[src/sv/tle_pkg.sv]
package tle_pkg;

    localparam int BUFFER_DEPTH = 256;
    localparam int CW = $clog2(BUFFER_DEPTH);

    localparam logic [7:0] CH_LF       = 8'h0A;
    localparam logic [7:0] CH_BS       = 8'h08;
    localparam logic [7:0] CH_ESC      = 8'h1B;
    localparam logic [7:0] CH_CTRL_MAX = 8'h1F;
    localparam logic [7:0] CH_DEL      = 8'h7F;
    localparam logic [7:0] CH_BRACKET  = 8'h5B;
    localparam logic [7:0] CH_RIGHT    = 8'h43;
    localparam logic [7:0] CH_LEFT     = 8'h44;
    localparam logic [7:0] CH_UPPER_A  = 8'h41;
    localparam logic [7:0] CH_UPPER_Z  = 8'h5A;
    localparam logic [7:0] CH_LOWER_A  = 8'h61;
    localparam logic [7:0] CH_LOWER_Z  = 8'h7A;

    typedef logic [CW-1:0] addr_t;

    typedef enum logic [2:0] {
        OP_READ,
        OP_LF,
        OP_BS,
        OP_PRINT,
        OP_RIGHT,
        OP_LEFT
    } op_t;

    typedef struct packed {
        op_t        op;
        logic [7:0] data;
    } cmd_t;

    typedef enum logic [1:0] {
        ESC_IDLE,
        ESC_GOT_ESC,
        ESC_GOT_BRACKET,
        ESC_SKIP
    } esc_t;

    typedef enum logic [2:0] {
        BK_CLEAR,
        BK_IDLE,
        BK_READ,
        BK_RIGHT,
        BK_SHIFT,
        BK_TAIL,
        BK_EMIT,
        BK_ARROW
    } back_state_t;

    function automatic logic is_letter(logic [7:0] c);
        return (c >= CH_UPPER_A && c <= CH_UPPER_Z) || (c >= CH_LOWER_A && c <= CH_LOWER_Z);
    endfunction

    function automatic logic [7:0] sat_len(addr_t v);
        logic [CW+7:0] w;
        w = {8'd0, v};
        if (w > (CW+8)'(255))
            return 8'hFF;
        return w[7:0];
    endfunction

    function automatic logic byte_in_range(logic [7:0] b);
        logic [CW+7:0] w;
        w = {{CW{1'b0}}, b};
        return w < (CW+8)'(BUFFER_DEPTH);
    endfunction

    function automatic addr_t byte_to_addr(logic [7:0] b);
        logic [CW+7:0] w;
        w = {{CW{1'b0}}, b};
        return w[CW-1:0];
    endfunction

endpackage

[src/sv/tle_ram.sv]
module tle_ram #(
    parameter int WIDTH = 8,
    parameter int DEPTH = 256
) (
    input  logic                     clk,
    input  logic                     we,
    input  logic [$clog2(DEPTH)-1:0] waddr,
    input  logic [WIDTH-1:0]         wdata,
    input  logic [$clog2(DEPTH)-1:0] raddr,
    output logic [WIDTH-1:0]         rdata
);

    logic [WIDTH-1:0] mem [DEPTH];
    logic [WIDTH-1:0] rdata_reg;

    always_ff @(posedge clk)
    begin
        if (we)
        begin
            mem[waddr] <= wdata;
        end
        rdata_reg <= mem[raddr];
    end

    assign rdata = rdata_reg;

endmodule

[src/sv/tle_front.sv]
module tle_front (
    input  logic          clk,
    input  logic          rst_n,
    input  logic          in_valid,
    output logic          in_stall,
    input  logic          kind,
    input  logic [7:0]    rx_byte,
    input  logic [7:0]    read_index,
    input  logic          q_full,
    input  logic          clearing,
    output logic          push,
    output tle_pkg::cmd_t push_cmd
);
    import tle_pkg::*;

    esc_t esc_reg;
    esc_t esc_next;
    logic hit;
    logic accept;

    assign in_stall = q_full || clearing;
    assign accept   = in_valid && !in_stall;
    assign push     = accept && hit;

    always_comb
    begin
        esc_next      = esc_reg;
        hit           = 1'b0;
        push_cmd.op   = OP_READ;
        push_cmd.data = rx_byte;
        if (kind)
        begin
            hit           = 1'b1;
            push_cmd.data = read_index;
        end
        else
        begin
            case (esc_reg)
                ESC_IDLE:
                begin
                    if (rx_byte == CH_LF)
                    begin
                        hit         = 1'b1;
                        push_cmd.op = OP_LF;
                    end
                    else if (rx_byte == CH_BS)
                    begin
                        hit         = 1'b1;
                        push_cmd.op = OP_BS;
                    end
                    else if (rx_byte == CH_ESC)
                    begin
                        esc_next = ESC_GOT_ESC;
                    end
                    else if (rx_byte > CH_CTRL_MAX && rx_byte < CH_DEL)
                    begin
                        hit         = 1'b1;
                        push_cmd.op = OP_PRINT;
                    end
                end
                ESC_GOT_ESC:
                begin
                    esc_next = (rx_byte == CH_BRACKET) ? ESC_GOT_BRACKET : ESC_SKIP;
                end
                ESC_GOT_BRACKET:
                begin
                    if (rx_byte == CH_RIGHT || rx_byte == CH_LEFT)
                    begin
                        hit         = 1'b1;
                        push_cmd.op = (rx_byte == CH_RIGHT) ? OP_RIGHT : OP_LEFT;
                        esc_next    = ESC_IDLE;
                    end
                    else
                    begin
                        esc_next = is_letter(rx_byte) ? ESC_IDLE : ESC_SKIP;
                    end
                end
                default:
                begin
                    if (is_letter(rx_byte))
                    begin
                        esc_next = ESC_IDLE;
                    end
                end
            endcase
        end
    end

    always_ff @(posedge clk or negedge rst_n)
    begin
        if (!rst_n)
        begin
            esc_reg <= ESC_IDLE;
        end
        else if (accept)
        begin
            esc_reg <= esc_next;
        end
    end

endmodule

[src/sv/tle_cmd_queue.sv]
module tle_cmd_queue (
    input  logic          clk,
    input  logic          rst_n,
    input  logic          push,
    input  tle_pkg::cmd_t push_cmd,
    output logic          full,
    input  logic          pop,
    output logic          q_valid,
    output tle_pkg::cmd_t q_cmd
);
    import tle_pkg::*;

    cmd_t       entry_reg [2];
    logic       wr_ptr_reg;
    logic       rd_ptr_reg;
    logic [1:0] count_reg;
    logic [1:0] count_next;

    assign full    = (count_reg == 2'd2);
    assign q_valid = (count_reg != 2'd0);
    assign q_cmd   = entry_reg[rd_ptr_reg];

    always_comb
    begin
        count_next = count_reg;
        if (push && !pop)
        begin
            count_next = count_reg + 2'd1;
        end
        else if (pop && !push)
        begin
            count_next = count_reg - 2'd1;
        end
    end

    always_ff @(posedge clk)
    begin
        if (push)
        begin
            entry_reg[wr_ptr_reg] <= push_cmd;
        end
    end

    always_ff @(posedge clk or negedge rst_n)
    begin
        if (!rst_n)
        begin
            wr_ptr_reg <= 1'b0;
            rd_ptr_reg <= 1'b0;
            count_reg  <= 2'd0;
        end
        else
        begin
            if (push)
            begin
                wr_ptr_reg <= !wr_ptr_reg;
            end
            if (pop)
            begin
                rd_ptr_reg <= !rd_ptr_reg;
            end
            count_reg <= count_next;
        end
    end

endmodule

[src/sv/tle_back.sv]
module tle_back (
    input  logic          clk,
    input  logic          rst_n,
    input  logic          q_valid,
    input  tle_pkg::cmd_t q_cmd,
    output logic          pop,
    output logic          clearing,
    output logic          out_valid,
    input  logic          out_stall,
    output logic [7:0]    out_byte,
    output logic          is_read_data,
    output logic          line_done,
    output logic [7:0]    line_length,
    output logic          last
);
    import tle_pkg::*;

    back_state_t state_reg, state_next;
    addr_t       cursor_reg, cursor_next;
    addr_t       clr_reg, clr_next;
    logic [CW:0] sh_reg, sh_next;
    addr_t       wa_reg, wa_next;
    logic        pend_reg, pend_next;
    logic [7:0]  res_byte_reg, res_byte_next;
    logic        res_rd_reg, res_rd_next;
    logic        res_done_reg, res_done_next;
    logic [7:0]  res_len_reg, res_len_next;
    logic [1:0]  step_reg, step_next;
    logic [7:0]  arrow_reg, arrow_next;

    logic        out_valid_reg, out_valid_next;
    logic [7:0]  out_byte_reg, out_byte_next;
    logic        out_rd_reg, out_rd_next;
    logic        out_done_reg, out_done_next;
    logic [7:0]  out_len_reg, out_len_next;
    logic        out_last_reg, out_last_next;

    logic        out_free;
    logic        ram_we;
    addr_t       ram_waddr;
    logic [7:0]  ram_wdata;
    addr_t       ram_raddr;
    logic [7:0]  ram_rdata;
    logic [CW:0] sh_dec;

    tle_ram #(
        .WIDTH (8),
        .DEPTH (BUFFER_DEPTH)
    ) u_line_ram (
        .clk   (clk),
        .we    (ram_we),
        .waddr (ram_waddr),
        .wdata (ram_wdata),
        .raddr (ram_raddr),
        .rdata (ram_rdata)
    );

    assign out_free     = !out_valid_reg || !out_stall;
    assign clearing     = (state_reg == BK_CLEAR);
    assign out_valid    = out_valid_reg;
    assign out_byte     = out_byte_reg;
    assign is_read_data = out_rd_reg;
    assign line_done    = out_done_reg;
    assign line_length  = out_len_reg;
    assign last         = out_last_reg;
    assign sh_dec       = sh_reg - (CW+1)'(1);

    always_comb
    begin
        state_next     = state_reg;
        cursor_next    = cursor_reg;
        clr_next       = clr_reg;
        sh_next        = sh_reg;
        wa_next        = wa_reg;
        pend_next      = pend_reg;
        res_byte_next  = res_byte_reg;
        res_rd_next    = res_rd_reg;
        res_done_next  = res_done_reg;
        res_len_next   = res_len_reg;
        step_next      = step_reg;
        arrow_next     = arrow_reg;
        out_valid_next = out_valid_reg && out_stall;
        out_byte_next  = out_byte_reg;
        out_rd_next    = out_rd_reg;
        out_done_next  = out_done_reg;
        out_len_next   = out_len_reg;
        out_last_next  = out_last_reg;
        pop            = 1'b0;
        ram_we         = 1'b0;
        ram_waddr      = cursor_reg;
        ram_wdata      = 8'd0;
        ram_raddr      = cursor_reg;

        case (state_reg)
            BK_CLEAR:
            begin
                ram_we    = 1'b1;
                ram_waddr = clr_reg;
                if (clr_reg == addr_t'(BUFFER_DEPTH - 1))
                begin
                    state_next = BK_IDLE;
                end
                else
                begin
                    clr_next = clr_reg + addr_t'(1);
                end
            end
            BK_IDLE:
            begin
                if (q_valid)
                begin
                    pop           = 1'b1;
                    res_rd_next   = 1'b0;
                    res_done_next = 1'b0;
                    res_len_next  = 8'd0;
                    step_next     = 2'd0;
                    arrow_next    = q_cmd.data;
                    case (q_cmd.op)
                        OP_READ:
                        begin
                            res_rd_next   = 1'b1;
                            res_byte_next = 8'd0;
                            ram_raddr     = byte_to_addr(q_cmd.data);
                            state_next    = byte_in_range(q_cmd.data) ? BK_READ : BK_EMIT;
                        end
                        OP_LF:
                        begin
                            ram_we        = 1'b1;
                            res_byte_next = CH_LF;
                            res_done_next = 1'b1;
                            res_len_next  = sat_len(cursor_reg);
                            cursor_next   = '0;
                            state_next    = BK_EMIT;
                        end
                        OP_BS:
                        begin
                            // shift reads start at the old cursor, writes land one below
                            if (cursor_reg != '0)
                            begin
                                cursor_next   = cursor_reg - addr_t'(1);
                                sh_next       = {1'b0, cursor_reg};
                                pend_next     = 1'b0;
                                res_byte_next = CH_BS;
                                state_next    = BK_SHIFT;
                            end
                        end
                        OP_PRINT:
                        begin
                            if (cursor_reg != addr_t'(BUFFER_DEPTH - 1))
                            begin
                                ram_we        = 1'b1;
                                ram_wdata     = q_cmd.data;
                                res_byte_next = q_cmd.data;
                                cursor_next   = cursor_reg + addr_t'(1);
                                state_next    = BK_EMIT;
                            end
                        end
                        OP_RIGHT:
                        begin
                            state_next = BK_RIGHT;
                        end
                        OP_LEFT:
                        begin
                            if (cursor_reg != '0)
                            begin
                                cursor_next = cursor_reg - addr_t'(1);
                            end
                            state_next = BK_ARROW;
                        end
                        default:
                        begin
                            state_next = BK_IDLE;
                        end
                    endcase
                end
            end
            BK_READ:
            begin
                res_byte_next = ram_rdata;
                state_next    = BK_EMIT;
            end
            BK_RIGHT:
            begin
                if (cursor_reg != addr_t'(BUFFER_DEPTH - 1) && ram_rdata != 8'd0)
                begin
                    cursor_next = cursor_reg + addr_t'(1);
                end
                state_next = BK_ARROW;
            end
            BK_SHIFT:
            begin
                if (pend_reg)
                begin
                    ram_we    = 1'b1;
                    ram_waddr = wa_reg;
                    ram_wdata = ram_rdata;
                end
                if (sh_reg != (CW+1)'(BUFFER_DEPTH))
                begin
                    ram_raddr = sh_reg[CW-1:0];
                    wa_next   = sh_dec[CW-1:0];
                    pend_next = 1'b1;
                    sh_next   = sh_reg + (CW+1)'(1);
                end
                else
                begin
                    state_next = BK_TAIL;
                end
            end
            BK_TAIL:
            begin
                ram_we     = 1'b1;
                ram_waddr  = addr_t'(BUFFER_DEPTH - 1);
                state_next = BK_EMIT;
            end
            BK_EMIT:
            begin
                if (out_free)
                begin
                    out_valid_next = 1'b1;
                    out_byte_next  = res_byte_reg;
                    out_rd_next    = res_rd_reg;
                    out_done_next  = res_done_reg;
                    out_len_next   = res_len_reg;
                    out_last_next  = 1'b1;
                    state_next     = BK_IDLE;
                end
            end
            BK_ARROW:
            begin
                if (out_free)
                begin
                    out_valid_next = 1'b1;
                    out_rd_next    = 1'b0;
                    out_done_next  = 1'b0;
                    out_len_next   = 8'd0;
                    out_last_next  = (step_reg == 2'd2);
                    case (step_reg)
                        2'd0:    out_byte_next = CH_ESC;
                        2'd1:    out_byte_next = CH_BRACKET;
                        default: out_byte_next = arrow_reg;
                    endcase
                    if (step_reg == 2'd2)
                    begin
                        state_next = BK_IDLE;
                    end
                    else
                    begin
                        step_next = step_reg + 2'd1;
                    end
                end
            end
            default:
            begin
                state_next = BK_IDLE;
            end
        endcase
    end

    always_ff @(posedge clk)
    begin
        sh_reg       <= sh_next;
        wa_reg       <= wa_next;
        res_byte_reg <= res_byte_next;
        res_rd_reg   <= res_rd_next;
        res_done_reg <= res_done_next;
        res_len_reg  <= res_len_next;
        arrow_reg    <= arrow_next;
        out_byte_reg <= out_byte_next;
        out_rd_reg   <= out_rd_next;
        out_done_reg <= out_done_next;
        out_len_reg  <= out_len_next;
        out_last_reg <= out_last_next;
    end

    always_ff @(posedge clk or negedge rst_n)
    begin
        if (!rst_n)
        begin
            state_reg     <= BK_CLEAR;
            cursor_reg    <= '0;
            clr_reg       <= '0;
            pend_reg      <= 1'b0;
            step_reg      <= 2'd0;
            out_valid_reg <= 1'b0;
        end
        else
        begin
            state_reg     <= state_next;
            cursor_reg    <= cursor_next;
            clr_reg       <= clr_next;
            pend_reg      <= pend_next;
            step_reg      <= step_next;
            out_valid_reg <= out_valid_next;
        end
    end

endmodule

[src/sv/terminal_line_editor_core.sv]
// Terminal line editor: received terminal bytes edit a line buffer at a cursor and
// produce echo bytes; a read transaction returns one buffer byte. After reset the
// core sweeps the line buffer to zero, one entry per cycle, and holds in_stall high
// meanwhile. A front stage takes one input transaction per cycle while in_stall is
// low, tracks the escape sequence state and drops bytes that cause no effect; work
// goes through a two-entry command queue to the back end, which owns the
// single-port-write line RAM. Printable bytes and line feed go from BK_IDLE to
// BK_EMIT, in-range reads pass through BK_READ, cursor left goes to BK_ARROW and
// cursor right passes through BK_RIGHT; BK_ARROW sends the 3-byte cursor echo one
// byte at a time. Backspace moves the buffer tail one entry at a time through the
// RAM read and write ports and is the slowest command. Results leave through an
// output register, so the back end keeps working while a result waits on out_stall.
module terminal_line_editor_core (
    input  logic       clk,
    input  logic       rst_n,
    // input transactions
    input  logic       in_valid,
    output logic       in_stall,
    input  logic       kind,
    input  logic [7:0] rx_byte,
    input  logic [7:0] read_index,
    // result transactions
    output logic       out_valid,
    input  logic       out_stall,
    output logic [7:0] out_byte,
    output logic       is_read_data,
    output logic       line_done,
    output logic [7:0] line_length,
    output logic       last
);
    import tle_pkg::*;

    // command handoff between front and back
    logic push;
    cmd_t push_cmd;
    logic q_full;
    logic q_valid;
    cmd_t q_cmd;
    logic pop;
    // back end busy clearing the buffer after reset
    logic clearing;

    // escape tracking and classification of each received byte
    tle_front u_front (
        .clk        (clk),
        .rst_n      (rst_n),
        .in_valid   (in_valid),
        .in_stall   (in_stall),
        .kind       (kind),
        .rx_byte    (rx_byte),
        .read_index (read_index),
        .q_full     (q_full),
        .clearing   (clearing),
        .push       (push),
        .push_cmd   (push_cmd)
    );

    // decouples byte intake from long buffer operations
    tle_cmd_queue u_queue (
        .clk      (clk),
        .rst_n    (rst_n),
        .push     (push),
        .push_cmd (push_cmd),
        .full     (q_full),
        .pop      (pop),
        .q_valid  (q_valid),
        .q_cmd    (q_cmd)
    );

    // buffer edits, cursor, echo generation and output register
    tle_back u_back (
        .clk          (clk),
        .rst_n        (rst_n),
        .q_valid      (q_valid),
        .q_cmd        (q_cmd),
        .pop          (pop),
        .clearing     (clearing),
        .out_valid    (out_valid),
        .out_stall    (out_stall),
        .out_byte     (out_byte),
        .is_read_data (is_read_data),
        .line_done    (line_done),
        .line_length  (line_length),
        .last         (last)
    );

endmodule

[config.mk]
export PLATFORM = sky130hd
export DESIGN_NAME = terminal_line_editor_core
export DESIGN_NICKNAME = d
export VERILOG_FILES = /design/src/sv/tle_pkg.sv /design/src/sv/tle_ram.sv /design/src/sv/tle_front.sv /design/src/sv/tle_cmd_queue.sv /design/src/sv/tle_back.sv /design/src/sv/terminal_line_editor_core.sv
export SDC_FILE = /design/constraint.sdc
export NUM_CORES = 2
export LEC_CHECK = 0
export BUFFER_PORTS_ARGS = -buffer_cell sky130_fd_sc_hd__buf_2
export CORE_UTILIZATION = 40
export DETAILED_ROUTE_END_ITERATION = 16
export GPL_ROUTABILITY_DRIVEN = 0
export PLACE_DENSITY = 0.65
export SLEW_MARGIN = 40
export SYNTH_ARGS = -nofsm -noshare
export SYNTH_HDL_FRONTEND = slang
export SYNTH_SLANG_ARGS = --single-unit
[constraint.sdc]
create_clock -name clk -period 17.5 [get_ports clk]
set_clock_uncertainty 0.2 [all_clocks]
set_input_delay 3.5 -clock clk [delete_from_list [all_inputs] [get_ports clk]]
set_output_delay 3.5 -clock clk [all_outputs]
set_load 0.01 [all_outputs]
# After elaboration in Yosys (flattened, before gate mapping)
# Memories as Yosys holds them, arrays and structs flattened. A register that Yosys moved wholly into a read port is not among the register bits.
# Index checks and enable logic that the tools add are counted.
# word_totals
mem_bits_rw	2070
n_memories	2
input_bits	21
register_bits	91
elab_cells	235
output_inout_bits	21
# memory_table
name	depth	word_bits	read_ports	rd_clocked_by_memory_dff	write_ports	line_no	source
u_back.u_line_ram.mem	256	8	1	1	1	tle_ram.sv:13	logic [WIDTH-1:0] mem [DEPTH];
u_queue.entry_reg	2	11	1	0	1	tle_cmd_queue.sv:13	cmd_t entry_reg [2];
# classes
n_bitwise	2
n_mux	102
reduce_logical	48
magnitude_cmp	6
eq_ne	45
add_sub_neg	8
# ops
operator	n
$mux W8	20
$pmux W8 S2	7
$pmux W8 S3	2
$mux W3	13
$mux W9	4
$pmux W8 S4	1
$mux W1	30
$eq A8 B7 Y1 const B	3
$mux W2	12
$pmux W3 S7	1
$eq A3 B3 Y1 const B	6
$pmux W3 S6	1
$pmux W9 S2	1
$add A8 B1 Y8 const B	2
$eq A8 B4 Y1 const B	2
$ge A8 B7 Y1 const B	2
$le A8 B7 Y1 const B	2
$ne A2 B1 Y1 const B	8
$reduce_bool A8 Y1	2
$sub A8 B1 Y8 const B	2
$reduce_bool A2 Y1	7
$eq A3 B2 Y1 const B	4
$ne A2 B2 Y1 const B	6
$pmux W1 S2	6
other kinds (33)	67

# Depth between registers and ports, before layout
# depth
word_depth	13
ltp_mapped	18

# Modules after synthesis
# Synthesis repeated with hierarchy kept, for this count alone.
# unflattened
hier_cells	4305
area_unflattened_um2	85802.3
# modules_own_cells
mod	area_each_um2	seq_area_each_um2	cells_per_inst	instances
tle_ram	79556.3	61659.1	3733	1
tle_back	4749.6	2437.3	463	1
tle_cmd_queue	1019.7	760.7	50	1
tle_front	476.7	50.0	59	1

# Worst setup path before layout
# Ideal clock, no wire load.
# synth_path
path_kind	reg-to-reg
from	register u_queue.rd_ptr_reg
to	memory u_back.u_line_ram.mem[0][7], data pin
arrival_time_ns	11.590
setup_slack_ns	3.521
setup_time_ns	2.189
stages_incl_launch_ff	9
required_ns	15.111
path_cell_list	dfrtp_1 buf_6 clkbuf_1 mux2i_1 nand2b_1 clkbuf_1 nor2_1 nand2_1 o21ai_0
# synth_via
elab_chain_cells	5
elab_cells_between_ends	6
classes_between	eq/ne: 1; mux: 4; memory: 1
# synth_rtl
item	line_no	source
from (decl)	tle_cmd_queue.sv:15	logic rd_ptr_reg;
from (signal assigned)	tle_cmd_queue.sv:60	rd_ptr_reg <= !rd_ptr_reg;
$mem_v2 Z2 W11 (*)	--	
$eq A3 B2 Y1 / $mux W8 (equally long branches)	tle_back.sv:118, tle_back.sv:149	
$mux W8 (*)	tle_back.sv:118	case (q_cmd.op)
$mux W8 (*)	tle_back.sv:110	if (q_valid)
$pmux W8 S2 (*)	tle_back.sv:94	case (state_reg)
named net u_back.ram_wdata[7]	tle_back.sv:41	logic [7:0] ram_wdata;
to (decl)	tle_ram.sv:13	
# The timed path passes the listed nets; every way through them passes the cells marked *.

# Final worst setup path
# layout_path
from	register u_queue.rd_ptr_reg
to	register u_back.u_line_ram.rdata_reg[0], in the netlist u_back.u_line_ram.rdata[0] (read register of u_back.u_line_ram.mem)
# layout_via
elab_chain_cells	5
# layout_rtl
item	line_no	source
$mem_v2 Z2 W11 (*)	--	
$logic_not A3 Y1	tle_back.sv:118	
$mux W8 (*)	tle_back.sv:118	
$mux W8 (*)	tle_back.sv:110	
$pmux W8 S2 (*)	tle_back.sv:94	
to (decl)	tle_ram.sv:14	logic [WIDTH-1:0] rdata_reg;
# Every way passes the cells marked *; elsewhere a longest branch is shown, timed or not.
# A chain may end at the register's enable or synchronous reset.

==> reports/metrics.yaml <==
run_status:
  status: "complete, no violations"
min_path:
  hold_path.class: "reg2reg"
  min_to: "u_back.line_length[2]"
  worstHoldPathCells: 1
  hold_start: "u_back.res_len_reg[2]"
detailed_routing:
  ant_nets: 0
  routed_wl_mm: 257
  vias: 56500
  first_pass_iters: 6
  routedWlPerCell_um: 27.1
  post-route-drc-count: 0
  post_drt_via_cell_ratio: 5.94
  drt-initial-drc-count: 8366
yosys:
  synth_edf_count: 2132
  avgSynthCellArea_um2: 13.5
  ys_ff_latch: 2169
  synth_area_leaders: "edfxtp_1, nand2_1, nand3_1"
  synth_cells: 6490
  yosysUniqueCellTypes: 81
  ys_warn_count: 0
  netlist_area_mm2: 0.0879
  synthArstFlopShare_pct: 1.34
  synth_flop_cell: "edfxtp_1"
  yosys.area.top_type: "edfxtp_1"
  syn_nets: 6522
  ys_seq_area_share_pct: 73.9
  synth.top_cell.area_share_pct: 72.9
global_route:
  grt_pass1_vias: 53200
  track_usage_pct: 22.7
  antenna_found_initial: 9
  gr-total-overflow: 0
  grt_max_degree: 190
  grt_pass1_wl_mm: 373
clocking:
  path_clk_slew_ns: 0.06
  clk_path_buf_depth: 3
  clock-root-buffer: "clkbuf_16"
  h-tree-depth: 4
  clock_latency_ns: 0.87
  numCtsBuffers: 212
  hold_buffers: 0
  cts_resized: 0
  cts_post_setup_buffers_inserted: 0
  cts_tree: "done"
  cts.sinks: 2169
die:
  start_util_pct: 40.3
  die_height_um: 471
  dieWidth_um: 471
  core_mm2: 0.218
  dieArea_mm2: 0.222
  rows: 171
  io_pins: 42
layout:
  largest_register_ffs: 2048
  layout-drive-gt1-share_pct: 11.6
  fin_area_mm2: 0.0985
  syn2layout_area_growth_pct: 12.1
  layout.nets: 6504
setup_path:
  startpoint_type: "flop"
  worstPathRequired_ns: 18.04
  crit_top_cell: "buf_4"
  cp-end-kind: "flop"
  critPathBufInv: 5
  path_class: "reg2reg"
  crit_arrival_ns: 7.92
  critPathMaxFanout: 57
  timing.rr.start: "u_queue.rd_ptr_reg"
  cp_top_family: "buffers and inverters"
  r2r_cells: 14
  rrSetupSlack_ns: 10.12
  cp_cell_sequence: "or4b_1, a211o_1, a311oi_4, buf_4, buf_4, buf_4, buf_4, mux2i_1, a221oi_1, a2111oi_0, buf_4, o22ai_1, a21oi_1, a211oi_1"
  slowest_stage: "dfrtp_1"
  slowest_delay_ns: 0.84
  r2r_end: "u_back.u_line_ram.rdata[0]"
timing:
  hold_viol: 0
  holdWs_ns: 0.317
  rsz0062_at_grt: "no"
  worst_pin_slew_ns: 0.920
  slew_violations: 0
  setup_slack_ns: 10.12
  finalCriticalPeriod_ns: 7.38
  slew_headroom_pct: 37.1
  setup_viol: 0
  min_period_over_period_pct: 42.2
  tns_ns: 0
  max_freq_mhz: 136
power_and_ir_drop:
  power_density_mw_per_mm2: 103
  p_leak_nw: 30.4
  vdd_drop_max_mv: 0.116
placed_design:
  place_area_mm2: 0.0912
  dp_hpwl_mm: 152
  port_buffers: 41
  pre_cts_slack_ns: 9.94
run:
  drv_cap: 0
[cells by family (layout without fill, tap and decap cells)]
kind of cell / count (synthesis) / after routing / share of synthesized area [%]
AND/OR/NAND/NOR: 2945 / 2945 / 14.3
flip-flops: 2169 / 2169 / 73.9
AO/OA/AOI/OAI: 646 / 646 / 5.04
buffers and inverters: 430 / 596 / 2.37
multiplexers: 264 / 264 / 3.97
XOR/XNOR: 25 / 25 / 0.249
adder cells (fa/ha/maj): 11 / 11 / 0.157
other: 0 / 2 / 0
[per-layer routing]
metal  wire length (um)  up-vias  GRT usage [%]
li1                   -    24200              -
met1             101000    28300           31.9
met2             115000     3533           34.1
met3              30800      525           5.13
met4              10100        8           9.26
met5                 54        -              0
[where the power goes]
part | switching (W) | internal [W] | total [W]
clock network | 0.00198 | 0.00254 | 0.00452
logic | 0.00000699 | 0.00000404 | 0.0000110
registers | 0.00000000000000000000708 | 0.00562 | 0.00562
[cell usage in the layout (no fill, tap or decap), types with 18 or more instances in the layout]
cell type	Yosys	final
and3_1	59	59
a21oi_1	164	161
nand2_1	1580	1570
clkbuf_16	0	214
nand4_1	59	59
bufinv_16	0	18
clkinv_2	0	42
buf_4	50	101
nand3_1	761	761
a221oi_1	22	21
clkinv_1	0	44
a211oi_1	23	23
nor2_2	1	156
mux2i_1	185	185
a22oi_1	33	33
a31oi_1	86	86
clkbuf_1	140	55
dfrtp_1	29	29
a311oi_1	19	19
o21ai_0	72	63
nor3_1	27	22
mux4_2	65	65
inv_1	23	23
o22ai_1	43	43
a32oi_1	40	40
edfxtp_1	2132	2132
nor2_1	379	221
buf_2	177	40
[synthesized netlist by cell type (27+ instances only)]
library cell and count:
a21oi_1 164, a22oi_1 33, a31oi_1 86, a32oi_1 40, and3_1 59, buf_1 32, buf_2 177, buf_4 50
clkbuf_1 140, dfrtp_1 29, edfxtp_1 2132, mux2i_1 185, mux4_2 65, nand2_1 1580, nand3_1 761, nand4_1 59
nor2_1 379, nor3_1 27, o21ai_0 72, o22ai_1 43
[area by class of cell]
class | count | area, um2
inverter | 23 | 86.3
timing repair buffer | 175 | 1510
sequential | 2169 | 64900
tap | 2854 | 3570
clock buffer | 273 | 5620
fill | 18900 | 119000
antenna | 2 | 5.00
multi-input combinational | 3891 | 21600
clock inverter | 125 | 1200
[worst max path at each step]
stage,from,endpoint,slack [ns],depth (start not counted)
after floorplan,u_queue.rd_ptr_reg,u_back.u_line_ram.mem[0][7],3.52,8
after global placement,u_queue.rd_ptr_reg,u_back.u_line_ram.rdata[2],9.96,13
after detailed placement,u_queue.rd_ptr_reg,u_back.u_line_ram.rdata[0],9.94,14
after CTS,u_queue.rd_ptr_reg,u_back.u_line_ram.rdata[0],9.92,14
after global routing,u_queue.rd_ptr_reg,u_back.u_line_ram.rdata[0],9.83,14
final,u_queue.rd_ptr_reg,u_back.u_line_ram.rdata[0],10.12,14
[through the flow]
| step | utilization [%] | power (W) | instances |
|---|---|---|---|
| 2_1_floorplan | - | 0.00573 | 6490 |
| 3_3_place_gp | 41.7 | 0.00574 | 9102 |
| 3_5_place_dp | 41.9 | 0.00574 | 9108 |
| 4_1_cts | 45.0 | 0.0102 | 9506 |
| 5_1_grt | 45.2 | 0.0103 | 9511 |
| 6_report | 45.2 | 0.0101 | 9512 |
(Power assumes the default switching activity.)
